## config.mk

```make
export PLATFORM = sky130hd
export DESIGN_NAME = bfkn_cell
export DESIGN_NICKNAME = d
export VERILOG_FILES = /design/src/bfkn_pkg.sv /design/src/bfkn_cell.sv
export SDC_FILE = /design/constraint.sdc
export NUM_CORES = 1
export LEC_CHECK = 0
export BUFFER_PORTS_ARGS = -buffer_cell sky130_fd_sc_hd__buf_2
export CAP_MARGIN = 20
export CORE_MARGIN = 4
export CORE_UTILIZATION = 30
export CTS_CLUSTER_SIZE = 10
export DETAILED_ROUTE_END_ITERATION = 8
export PLACE_DENSITY_LB_ADDON = 0.2
export SLEW_MARGIN = 20
export SYNTH_ARGS = -nofsm -noshare
export SYNTH_HDL_FRONTEND = slang
export SYNTH_SLANG_ARGS = --single-unit
```

## constraint.sdc

```tcl
create_clock -name clk -period 6.05 [get_ports clk]
set_input_delay 1.21 -clock clk [delete_from_list [all_inputs] [get_ports clk]]
set_output_delay 1.21 -clock clk [all_outputs]
set_load 0.1 [all_outputs]
```

## src/bfkn_pkg.sv

```systemverilog
`timescale 1ns / 1ps

package bfkn_pkg;

  localparam int POOL_DEPTH     = 256;
  localparam int MAX_DIMS       = 16;
  localparam int MAX_NEIGHBOURS = 8;

  localparam int VEC_W   = $clog2(POOL_DEPTH);
  localparam int DIM_W   = $clog2(MAX_DIMS);
  localparam int RANK_W  = $clog2(MAX_NEIGHBOURS);
  localparam int POOL_WORDS = POOL_DEPTH * MAX_DIMS;
  localparam int POOL_AW = $clog2(POOL_WORDS);

  localparam int COMP_W  = 16;
  localparam int DIST_W  = 38;
  localparam int SQ_W    = 2 * COMP_W;

  localparam int DIMS_CFG_W = 5;
  localparam int NVEC_CFG_W = 9;
  localparam int K_CFG_W    = 4;
  localparam int CFG_DATA_W = 9;
  localparam int CFG_IDX_W  = 2;

  // Register indexes on the configuration port
  localparam logic [CFG_IDX_W-1:0] CFG_DIMS_IN_USE       = 2'd0;
  localparam logic [CFG_IDX_W-1:0] CFG_VECTORS_IN_USE    = 2'd1;
  localparam logic [CFG_IDX_W-1:0] CFG_NEIGHBOURS_IN_USE = 2'd2;

  // Request kinds
  localparam logic REQ_LOAD  = 1'b0;
  localparam logic REQ_QUERY = 1'b1;

  localparam logic [DIST_W-1:0] DIST_MAX = {DIST_W{1'b1}};

  typedef struct packed {
    logic              req_type;
    logic [7:0]        vector_index;
    logic [3:0]        component_index;
    logic signed [15:0] component_value;
  } bfkn_in_t;

  typedef struct packed {
    logic [2:0]        rank;
    logic [7:0]        neighbour_index;
    logic [DIST_W-1:0] distance;
    logic              found;
    logic              last;
  } bfkn_out_t;

  // One slot of the best-k list
  typedef struct packed {
    logic              valid;
    logic [VEC_W-1:0]  idx;
    logic [DIST_W-1:0] dist_sq;
  } bfkn_entry_t;

  localparam bfkn_entry_t EMPTY_ENTRY = '{valid: 1'b0, idx: '0, dist_sq: DIST_MAX};

  // Controls broadcast to every list cell
  typedef struct packed {
    logic clear;
    logic insert;
    logic shift_up;
  } bfkn_cell_ctl_t;

  // Sideband that travels with one component through the distance pipe
  typedef struct packed {
    logic             vld;
    logic             first;
    logic             last;
    logic [VEC_W-1:0] idx;
  } bfkn_tag_t;

endpackage

```

## src/bfkn_cell.sv

```systemverilog
`timescale 1ns / 1ps

module bfkn_cell import bfkn_pkg::*; (
  input  logic           clk,
  input  logic           rst_n,
  input  bfkn_cell_ctl_t ctl,
  input  bfkn_entry_t    cand,
  input  bfkn_entry_t    upper,
  input  logic           upper_take,
  input  bfkn_entry_t    lower,
  output bfkn_entry_t    ent,
  output logic           take
);

  bfkn_entry_t ent_r, ent_nxt;

  // strictly closer or slot empty: ties leave the earlier vector in place
  assign take = ctl.insert && (!ent_r.valid || ent_r.dist_sq > cand.dist_sq);

  always_comb begin
    ent_nxt = ent_r;
    priority if (ctl.clear) begin
      ent_nxt = EMPTY_ENTRY;
    end else if (ctl.shift_up) begin
      ent_nxt = lower;
    end else if (upper_take) begin
      ent_nxt = upper;
    end else if (take) begin
      ent_nxt = cand;
    end
  end

  always_ff @(posedge clk) begin
    if (!rst_n) begin
      ent_r <= EMPTY_ENTRY;
    end else begin
      ent_r <= ent_nxt;
    end
  end

  assign ent = ent_r;

endmodule

```

Yosys cells after proc, flatten, opt, wreduce, memory -nomap -nowiden
Index checks and enable logic that the tools add are counted.

storage, ports and cells
  output and inout bits = 48
  word-level logic and storage cells = 13
  bits in registers = 47
  bits of input ports = 147

cells by class
  reduce and logical (&&, ||, !) cells = 5
  multiplexer cells = 3
  magnitude comparators = 1
  bitwise operators = 1

operators by type and width
  operator             count
  47-bit two-way mux   3
  38-bit > comparator  1
  3-bit nonzero test   1
  2-bit OR reduction   1
  1-bit logical AND    1
  1-bit zero test      1
  1-bit logical OR     1
  1-bit NOT            1

Depth between registers and ports, before layout
  depth in word-level cells = 6
  depth in mapped cells = 12
  depth with buffers taken out = 10

Worst setup path before layout
No wires, ideal clock.

  path type = in2out
  start = in cand[9] (netlist bit)
  end = out take
  cell stages on the path = 10
  slack = 1.923 ns
  arrival time = 2.917 ns
  path buffers = 2
  required time = 4.840 ns
  cells stage by stage = inv_1 -> ha_1 -> a21oi_1 -> o21ai_1 -> a221oi_2 -> a21boi_1 -> o31ai_4 -> inv_2 -> buf_6 -> buf_6

on the way
  word-level cells in the longest chain between the ends = 3

RTL lines
  what                 line             text
  start, declared      bfkn_cell.sv:7   input bfkn_entry_t cand,
  38-bit > comparator  bfkn_cell.sv:18  assign take = ctl.insert && (!ent_r.valid || ent_r.dist_sq > cand.dist_sq);
  1-bit logical OR     bfkn_cell.sv:18
  1-bit logical AND    bfkn_cell.sv:18
  end, declared        bfkn_cell.sv:12  output logic take

No other way between the ends.

Worst setup path after layout
  start = in cand[36] (netlist bit)
  end = out take

Same word-level chain as after synthesis.

==> qor.yml <==
status:
  status: "complete, no violations"
global_routing:
  overflow: 0
  grt_max_degree: 96
  antenna_found_initial: 0
  grt_pass1_vias: 4049
  track_usage_pct: 16.77
  grt_pass1_wl_microns: 20160
timing:
  finalMaxSlewViolations: 0
  setup_viol: 0
  fin_crit_sh_pct: 76.32
  worst_pin_slew_ns: 0.9375
  slew_headroom_pct: 37.37
  rsz0062_at_grt: "no"
  setup_slack_ns: 1.432
  fmax_ghz: 0.2166
  clock_skew_ns: 0.007037
  hold_viol_final: 0
  tns_ns: 0
  finalCriticalPeriod_ns: 4.618
cells_and_area:
  finalNonFillerCells: 817
  final_layout_size_suffix_gt1_share_pct: 36.21
  nNetsFinal: 833
  n_antenna_cell: 0
  largest_reg_flops: 47
  areaGrowthSynthToFinish_pct: 32.27
  layout_commonest_cell: "buf_2"
  layout_common_cells: "buf_2, a21oi_1, dfxtp_1"
setup_path:
  r2r_slack_ns: 2.74
  crit_top_cell: "buf_2"
  critPathArrivalTime_ns: 3.41
  r2r_end: "ent[10]"
  r2r_cells: 9
  endpoint_kind: "output port"
  start_kind: "primary input"
  endpoint: "take"
  crit_path_top_delay_cell: "nor4_2"
  crit_type: "in -> out"
  reg2reg_from: "ent[2]"
  cp_max_fo: 10
  crit_path_start: "cand[36]"
  crit_chain: "buf_2 > inv_1 > ha_1 > nand4_1 > nor4_2 > a21boi_1 > o31ai_4 > inv_2 > buf_2"
  cp_slowest_stage_delay_ns: 0.45
  worstPathRequired_ns: 4.84
clocking:
  numCtsBuffers: 5
  postCtsHoldBufs: 0
  clk_pin_slew_worst_paths_ns: 0.07
  clk_latency_ns: 0.28
  root_buffer: "clkbuf_16"
  clockBufferDepth: 2
  clock_sinks: 47
  cts.htree.levels: 2
  cts_tree: "yes"
  cts_resized: 0
  cts_setup_buffers: 0
power_and_ir_drop:
  powerDensity_mw_per_mm2: 206.7
  p_leak_nw: 2.338
  p_total_mw: 1.036
  ir_drop_mv: 0.1099
placed_design:
  dp_slack_ns: 1.313
  gp_congestion: 0.7568
  port_buffers: 194
  placed_cells_incl_taps: 809
  dp_hpwl_microns: 9244
logic_synthesis:
  synth_cell_types: 34
  yosys_warnings: 0
  ys_seq_area_share_pct: 24.83
  ys_ff_latch: 47
  mappedNetlistArea_sq_mm: 0.003789
  synth_fp_nets: 666
  syn_inst: 481
  avgSynthCellArea_sq_um: 7.877
floorplanning:
  start_util_pct: 31.15
  die_width_microns: 120.4
  io_pins: 195
  rows: 40
  fp.coreArea_sq_mm: 0.01216
  fp.dieH_microns: 120.4
  dieArea_sq_mm: 0.01449
detailed_routing:
  vias: 4080
  antenna_left: 0
  drc: 0
  drt-initial-drc-count: 132
  routedWlPerCell_microns: 15.24
  dr.pass1.iters: 4
  routed_wl_microns: 12450
  drt-vias-per-instance: 4.994
flow_run:
  maxCapViolations: 0
min_path:
  hp-class: "reg -> reg"
  hp-start: "ent[44]"
## power by group
group          switching [mW]  internal, mW
Clock                   0.118         0.206
Sequential             0.0139         0.327
Combinational           0.260         0.111
## through the flow
step	utilization (%)	hold WS (ns)	instance area, sq um
floorplan	-	0.9062	3789
global placement	39.75	0.4493	4835
detailed placement	39.75	0.4547	4835
CTS	41.18	0.4621	5009
global route	41.20	0.4961	5011
finish	41.20	0.4604	5011
## layout make-up
class | instances | area [sq um]
well taps | 168 | 210.2
inverters | 42 | 157.7
flip-flops and latches | 47 | 940.9
multi-input cells | 353 | 2520
repair buffers | 199 | 1008
fillers | 1269 | 7151
clock buffers | 6 | 138.9
clock inverters | 2 | 35.03
## routing by layer
| metal | share of wire, % | wire length [microns] | track usage (%) |
|---|---|---|---|
| met3 | 6.3 | 785 | 3.882 |
| met2 | 50 | 6265 | 30.74 |
| met1 | 43 | 5307 | 20.28 |
| met4 | 0.71 | 88 | 2.550 |
| met5 | 0 | 0 | 0 |
## critical path: cells and delay by family
family / cells / cell delay, ns
AOI/OAI and AO/OA: 2 / 0.57
adders and majority gates: 1 / 0.30
buffers and inverters: 4 / 0.64
and+or+nand+nor: 2 / 0.68
## cell usage after synthesis
cell type / number / share of area [%]
inv_1: 41 / 4.1
or2_2: 1 / 0.17
nor3_1: 2 / 0.26
a22oi_1: 2 / 0.40
o211ai_2: 1 / 0.33
o41ai_1: 1 / 0.23
buf_2: 5 / 0.66
nand2_1: 22 / 2.2
o21ai_1: 2 / 0.26
o21ai_0: 22 / 2.9
nor3b_1: 1 / 0.20
nor2b_1: 1 / 0.17
inv_2: 1 / 0.099
o31ai_4: 1 / 0.56
a21boi_1: 1 / 0.20
and3b_1: 1 / 0.23
nand3b_1: 1 / 0.20
clkbuf_1: 22 / 2.2
buf_1: 8 / 0.79
nand4_1: 9 / 1.5
nor2_1: 43 / 4.3
ha_1: 38 / 13
a221oi_2: 1 / 0.40
buf_6: 4 / 1.2
dfxtp_1: 47 / 25
nand2b_1: 3 / 0.50
a31oi_1: 40 / 6.6
o211ai_1: 1 / 0.20
nor4_1: 18 / 3.0
mux2i_1: 46 / 12
nand3_1: 11 / 1.5
a21oi_1: 62 / 8.2
nor4_2: 21 / 6.9
o21a_1: 1 / 0.20
## worst min path at each step
stage | endpoint | slack, ns | cells after the start
after detailed placement | ent[44] | 0.45 | 2
after CTS | ent[44] | 0.46 | 2
after floorplan | ent[38] | 0.91 | 2
after global routing | ent[40] | 0.50 | 2
final | ent[44] | 0.46 | 2
after global placement | ent[40] | 0.45 | 2
## cells by family (layout without fill, tap and decap cells)
group	after synthesis	after routing	synth area share (%)
AO/OA/AOI/OAI	135	135	20.48
adder cells (fa/ha/maj)	38	38	12.55
buffers and inverters	81	249	8.983
flip-flops	47	47	24.83
multiplexers	46	46	12.15
AND/OR/NAND/NOR	134	134	21.00
Note: power is estimated with default switching activity, not from simulation.
